**config.mk**
```make
export PLATFORM = sky130hd
export DESIGN_NAME = urrm_sqrt
export DESIGN_NICKNAME = d
export VERILOG_FILES = /design/src/sv/urrm_pkg.sv /design/src/sv/urrm_sqrt.sv
export SDC_FILE = /design/constraint.sdc
export NUM_CORES = 2
export LEC_CHECK = 0
export BUFFER_PORTS_ARGS = -buffer_cell sky130_fd_sc_hd__buf_2
export CAP_MARGIN = 20
export CORE_MARGIN = 3
export CORE_UTILIZATION = 50
export DETAILED_ROUTE_END_ITERATION = 7
export PLACE_DENSITY = 0.76
export SETUP_SLACK_MARGIN = 0.2
export SLEW_MARGIN = 20
export SYNTH_ARGS = -nofsm -noshare
export SYNTH_HDL_FRONTEND = slang
export SYNTH_MEMORY_MAX_BITS = 65536
export SYNTH_SLANG_ARGS = --single-unit
```
**constraint.sdc**
```tcl
create_clock -name clk -period 4.4 [get_ports clk]
set_clock_uncertainty 0.2 [all_clocks]
set_input_delay 0.44 -clock clk [delete_from_list [all_inputs] [get_ports clk]]
set_output_delay 0.44 -clock clk [all_outputs]
set_load 0.01 [all_outputs]
```
**src/sv/urrm_pkg.sv**
```systemverilog
// ----------------------------------------------------------------------------
// urrm_pkg - shared types, constants and arithmetic helpers
// Fixed-point formats, CORDIC angle table, rounding multiply and output
// conversion for the uniform random rotation matrix unit.
// ----------------------------------------------------------------------------
package urrm_pkg;

	localparam int RAND_BITS     = 16;
	localparam int OUT_FRAC_BITS = 14;
	localparam int FIELD_W       = 16;
	localparam int Q             = 30;
	localparam int CORDIC_STEPS  = 24;
	localparam int SQRT_STEPS    = 32;
	localparam int CORDIC_PAD    = SQRT_STEPS - CORDIC_STEPS - 1;
	localparam int FRONT_DEPTH   = 1 + SQRT_STEPS;
	localparam int LATENCY       = FRONT_DEPTH + 5;
	localparam int OUT_SHIFT     = Q - OUT_FRAC_BITS;

	localparam logic [30:0]        HALF_PI_Q   = 31'd1686629713;
	localparam logic signed [32:0] CORDIC_GAIN = 33'sd652032874;
	localparam logic signed [35:0] OUT_LIM     = 36'sd1 <<< OUT_FRAC_BITS;

	typedef logic signed [31:0] q30_t;
	typedef logic [8:0][FIELD_W-1:0] mat_t;

	// arctan(2^-i) in Q.30; small angles are just 2^-i
	function automatic logic signed [32:0] cordic_angle(input int i);
		logic signed [32:0] a;
		case (i)
			0:       a = 33'sd843314857;
			1:       a = 33'sd497837829;
			2:       a = 33'sd263043837;
			3:       a = 33'sd133525159;
			4:       a = 33'sd67021687;
			5:       a = 33'sd33543516;
			6:       a = 33'sd16775851;
			7:       a = 33'sd8388437;
			8:       a = 33'sd4194283;
			9:       a = 33'sd2097149;
			10:      a = 33'sd1048576;
			default: a = 33'sd1 <<< (Q - i);
		endcase
		return a;
	endfunction

	// Q.30 product, magnitude rounded half away from zero
	function automatic q30_t mulq(input q30_t a, input q30_t b);
		logic [31:0] ma;
		logic [31:0] mb;
		logic [63:0] p;
		logic [33:0] r;
		ma = a[31] ? (~a + 32'd1) : a;
		mb = b[31] ? (~b + 32'd1) : b;
		p  = 64'(ma) * 64'(mb);
		p  = p + (64'd1 << (Q - 1));
		r  = 34'(p >> Q);
		return (a[31] ^ b[31]) ? q30_t'(-$signed({1'b0, r})) : q30_t'($signed({1'b0, r}));
	endfunction

	// round Q.30 to the output format, saturate, keep the field width
	function automatic logic [FIELD_W-1:0] to_out(input logic signed [33:0] v);
		logic [33:0]        m;
		logic signed [35:0] o;
		m = v[33] ? (~v + 34'd1) : v;
		if (OUT_SHIFT > 0)
			m = (m + (34'd1 << (OUT_SHIFT - 1))) >> OUT_SHIFT;
		o = v[33] ? -$signed({2'b00, m}) : $signed({2'b00, m});
		if (o > OUT_LIM)
			o = OUT_LIM;
		if (o < -OUT_LIM)
			o = -OUT_LIM;
		return o[FIELD_W-1:0];
	endfunction

endpackage

```
**src/sv/urrm_sqrt.sv**
```systemverilog
// ----------------------------------------------------------------------------
// urrm_sqrt - pipelined Q.30 square root
// floor(sqrt(val * 2^30)) by the bitwise integer root, one result bit
// per stage.
// ----------------------------------------------------------------------------
module urrm_sqrt (
	input  logic        clk,
	input  logic        en,
	input  logic [31:0] val,
	output logic [31:0] root
);
	import urrm_pkg::*;

	logic [63:0] n_s   [SQRT_STEPS];
	logic [63:0] res_s [SQRT_STEPS+1];

	always_ff @(posedge clk) begin
		if (en) begin
			n_s[0]   <= 64'(val) << Q;
			res_s[0] <= '0;
		end
	end

	for (genvar i = 0; i < SQRT_STEPS; i++) begin : g_step
		localparam logic [63:0] BIT = 64'd1 << (62 - 2 * i);
		logic [63:0] trial;
		logic        take;
		assign trial = res_s[i] + BIT;
		assign take  = n_s[i] >= trial;
		always_ff @(posedge clk) begin
			if (en)
				res_s[i+1] <= take ? (res_s[i] >> 1) + BIT : res_s[i] >> 1;
		end
		if (i + 1 < SQRT_STEPS) begin : g_n
			always_ff @(posedge clk) begin
				if (en)
					n_s[i+1] <= take ? n_s[i] - trial : n_s[i];
			end
		end
	end

	assign root = res_s[SQRT_STEPS][31:0];

endmodule

```
Yosys cells after proc, flatten, opt, wreduce, memory -nomap -nowiden
Memory sizes are Yosys's and may differ from the RTL's.
Index checks and enable logic that the tools add are counted.
{"block": "totals", "reg_bits": 0, "mem_bits_rw": 4160, "in_bits": 34, "output_inout_bits": 32, "wordCells": 194, "mem_count": 2}
{"block": "op_classes", "addsub": 95, "order_cmp": 32, "muxes": 65}
{"memory": "res_s", "depth": 33, "width": 64, "rd": 33, "rd_ports_with_merged_regs": 0, "write_ports": 33, "line": "urrm_sqrt.sv:15", "rtl": "logic [63:0] res_s [SQRT_STEPS+1];"}
{"memory": "n_s", "depth": 32, "width": 64, "rd": 32, "rd_ports_with_merged_regs": 0, "write_ports": 32, "line": "urrm_sqrt.sv:14", "rtl": "logic [63:0] n_s [SQRT_STEPS];"}
{"cell": "64-bit two-way mux", "count": 63}
{"cell": "64-bit greater-or-equal comparator", "count": 32}
{"cell": "64-bit subtractor", "count": 31}
{"cell": "63-bit by 1-bit adder with 64-bit output, second input constant", "count": 1}
{"cell": "63-bit by 11-bit adder with 64-bit output, second input constant", "count": 1}
{"cell": "63-bit by 13-bit adder with 64-bit output, second input constant", "count": 1}
{"cell": "63-bit by 15-bit adder with 64-bit output, second input constant", "count": 1}
{"cell": "63-bit by 17-bit adder with 64-bit output, second input constant", "count": 1}
{"cell": "63-bit by 19-bit adder with 64-bit output, second input constant", "count": 1}
{"cell": "63-bit by 21-bit adder with 64-bit output, second input constant", "count": 1}
{"cell": "63-bit by 23-bit adder with 64-bit output, second input constant", "count": 1}
{"cell": "63-bit by 25-bit adder with 64-bit output, second input constant", "count": 1}
{"cell": "63-bit by 27-bit adder with 64-bit output, second input constant", "count": 1}
{"cell": "63-bit by 29-bit adder with 64-bit output, second input constant", "count": 1}
{"cell": "63-bit by 3-bit adder with 64-bit output, second input constant", "count": 1}
{"cell": "63-bit by 31-bit adder with 64-bit output, second input constant", "count": 1}
{"cell": "63-bit by 33-bit adder with 64-bit output, second input constant", "count": 1}
{"cell": "63-bit by 35-bit adder with 64-bit output, second input constant", "count": 1}
{"cell": "63-bit by 37-bit adder with 64-bit output, second input constant", "count": 1}
{"cell": "63-bit by 39-bit adder with 64-bit output, second input constant", "count": 1}
{"cell": "63-bit by 41-bit adder with 64-bit output, second input constant", "count": 1}
{"cell": "63-bit by 43-bit adder with 64-bit output, second input constant", "count": 1}
{"cell": "63-bit by 45-bit adder with 64-bit output, second input constant", "count": 1}
{"cell": "63-bit by 47-bit adder with 64-bit output, second input constant", "count": 1}
{"cell": "44 further kinds", "count": 45}

Depth between registers and ports, before layout
{"block": "logic_depth", "word_depth": 3, "mapped_depth": 16, "depth_no_buf": 15}

Least setup slack after synthesis
No wires, ideal clock.
{"block": "synth_path", "path_type": "register to register", "startpoint": "memory res_s[26][12], in the netlist res_s[0][1676]", "endpoint": "memory n_s[27][47], in the netlist n_s[1][751], data pin", "setup_time_ps": 266, "arrival_time_ps": 3440, "required_time_ps": 3934, "path_slack_ps": 494, "path_stages_with_launch": 16, "n_path_buf": 1, "synth_period_minus_slack_ps": 3906, "cell_sequence": "edfxtp_1 -> inv_1 -> ha_1 -> inv_1 -> fa_1 -> nor2b_1 -> o31ai_1 -> a311oi_1 -> a31oi_1 -> o21ai_0 -> a21oi_2 -> or3_1 -> clkbuf_1 -> or3_1 -> nor3_1 -> xor2_1"}
{"element": "start, declared", "line": "urrm_sqrt.sv:15"}
{"element": "end, declared", "line": "urrm_sqrt.sv:14"}

==> results.cfg <==
[grt]
antenna_found_initial = 1
grt_pass1_vias = 63295
grt_pass1_wl_um = 325000
grt_overflow = 0
grt_util_all_layers_pct = 21.0
grt_max_degree = 160

[die]
die_x_um = 437
die_area_mm2 = 0.191
pin_count = 66
die_h_um = 437
start_util_pct = 50.5
coreArea_mm2 = 0.184
rows = 157

[sta]
rsz0062_at_grt = yes
setup_tns_ns = 0
worst-slew-pin-transition_ns = 1.01
finalSetupViolations = 0
layout_min_cycle_time_ns = 4.10
timing.fmax_mhz = 244
period_share_pct = 93.1
hold_viol = 0
slew_viol_final = 0
slew_headroom_pct = 31.8

[finish]
drive_gt1_share_pct = 7.70
multi_input_area_mm2 = 0.0369
fin_util_pct = 56.6
regArea_mm2 = 0.0533
diodes = 0
fin_nets = 8880
fill_cells = 14659
area_delta_synth_final_pct = 12.0

[critical_path]
cp.arrival_ns = 4.42
critPathRequiredTime_ns = 4.72
end_kind = register
cp_slowest_stage_delay_ns = 0.48
crit_slowest_cell = a2111oi_0
crit_type = reg -> reg
cp-start-kind = register
cp_cell_sequence = ha_1 > buf_4 > a21oi_1 > o31a_1 > o221ai_1 > a31oi_1 > o21ai_0 > a21oi_1 > nor3b_1 > buf_4 > a2111oi_0 > xor2_1
critPathMaxFanout = 6

[routing]
routed_wl_um = 204000
routedWlPerCell_um = 18.6
firstDrtPassIters = 5
num_vias = 62605
via_per_inst = 5.71
drt_iter0_drc = 4392
ant_nets = 0
drc = 0

[place]
gp_congestion = 0.926
place_hpwl_um = 149000
io_buffers = 64

[clocking]
cts_tree = built
cts.sinks = 1775
h-tree-depth = 4
cts_buffers = 184
clk_path_buf_depth = 3
path_clk_slew_ns = 0.07
root_buffer = clkbuf_16
insertion_delay_ns = 0.85

[logic_synthesis]
syn_inst = 8074
synth_most_common_cell = edfxtp_1
yosysUniqueCellTypes = 89
synth_area_leader_cell = edfxtp_1
synth_nets = 8618
synth.area.top_cells = edfxtp_1 (57%), ha_1 (6.7%), xor2_1 (4.2%)
yosys-top-cells-count = edfxtp_1 (1,775), nand2_1 (681), inv_1 (635)
ys_seq_area_share_pct = 57.3
synth_top_flop_cell = edfxtp_1
synth-edff-count = 1775
ys_ff_latch = 1775
ys_async_sr_fraction_pct = 0
yosysWarnings = 0
synth.top_cell.area_share_pct = 57.3
synth_area_mm2 = 0.0930
avgSynthCellArea_um2 = 11.5

[status]
status = completed

[pwr]
p_leak_nw = 39.7
vdd_drop_max_uv = 471
p_total_mw = 50.8
p_per_area_mw_per_mm2 = 488

[run]
cap_violations = 0

[hold_path]
worstHoldPathType = in -> reg
## state kept, by name (all words and copies together) (netlist names)
signal and count:
n_s 1279, res_s 496
## where the power goes
group	switching (mW)	internal [mW]
combinational	6.61	4.68
sequential	1.75	21.5
clock	6.75	9.44
total	15.1	35.7
## metrics by stage
stage	instance area (um^2)	hold WS, ns	instances	setup WS (ns)
after floorplan	93000	0.200	8074	0.494
after global placement	97100	0.202	10577	0.0296
after detailed placement	97100	0.205	10577	-0.0753
after CTS	104000	0.0111	10954	0.208
after global routing	104000	0.0355	10958	0.166
final	104000	0.0703	10958	0.302
## cells in the final DEF, fill, tap and decap left out, types with 64 or more instances in the layout
| master | synthesis | final |
|---|---|---|
| a21o_1 | 189 | 189 |
| nand2_1 | 681 | 680 |
| nand2b_1 | 101 | 101 |
| inv_1 | 635 | 635 |
| nor2b_1 | 72 | 70 |
| xnor2_1 | 377 | 377 |
| or4_1 | 65 | 64 |
| o21ai_0 | 468 | 465 |
| nor3_1 | 288 | 284 |
| nor4_1 | 169 | 166 |
| nand4_1 | 72 | 72 |
| clkbuf_16 | 0 | 184 |
| nor2_1 | 524 | 522 |
| ha_1 | 496 | 496 |
| or3_1 | 111 | 111 |
| edfxtp_1 | 1775 | 1775 |
| o21a_1 | 75 | 75 |
| nand3_1 | 147 | 146 |
| xor2_1 | 447 | 447 |
| a21oi_1 | 486 | 482 |
| buf_4 | 2 | 136 |
## cell type report
type / instances / area share (%)
multi-input combinational: 5487 / 35.4
clock inverter: 131 / 1.65
tap: 2464 / 2.96
sequential: 1775 / 51.2
inverter: 637 / 2.30
timing repair buffer: 251 / 1.96
clock buffer: 213 / 4.53
## kinds of logic (layout without fill, tap and decap cells)
group	Yosys count	count (layout)	synth area share [%]
flops	1775	1775	57.3
compound gates	1662	1662	11.1
other cells	1	1	0.00403
mux	51	51	0.605
fa+ha+maj	510	510	6.97
buf+inv	812	1232	3.32
xor+xnor	824	824	7.76
simple gates	2439	2439	13.0
## worst paths after layout
path                            slack [ns]                  start               endpoint  cells past startpoint
worst min-delay path                  0.07                val[16]   n_s[0][46]$_DFFE_PP_                      2
worst max-delay path                  0.30  n_s[1][848]$_DFFE_PP_  n_s[1][957]$_DFFE_PP_                     12
worst max register to register        0.30  n_s[1][848]$_DFFE_PP_  n_s[1][957]$_DFFE_PP_                     12
worst min register to register        0.20   n_s[0][50]$_DFFE_PP_  n_s[0][114]$_DFFE_PP_                      0
## repair_timing
| item | in CTS | in global routing |
|---|---|---|
| endpoints found under the hold margin | 68 | 0 |
| pin swaps | 0 | 6 |
| gates resized for setup | 12 | 45 |
| setup buffers | 0 | 4 |
| endpoints found under the setup margin | 53 | 241 |
| gates cloned | 0 | 0 |
| hold buffers | 33 | 0 |
## per-layer routing
metal / vias up / GRT usage, % / part of all wire (%) / wire length, um
met5: - / 0 / 0 / 0
met4: 0 / 9.92 / 4.8 / 9690
met3: 565 / 2.91 / 4.2 / 8540
met2: 1846 / 39.9 / 53 / 109000
met1: 29966 / 22.7 / 38 / 76500
li1: 30228 / - / - / -
## critical path: cells and delay by family (launching register included)
family	cells	cell delay (ns)
adders and majority gates	1	0.32
AOI/OAI and AO/OA	7	2.25
buffers and inverters	2	0.35
and+or+nand+nor	1	0.14
DFF	1	0.42
xor gates and xnor gates	1	0.12
(Power assumes the default switching activity.)
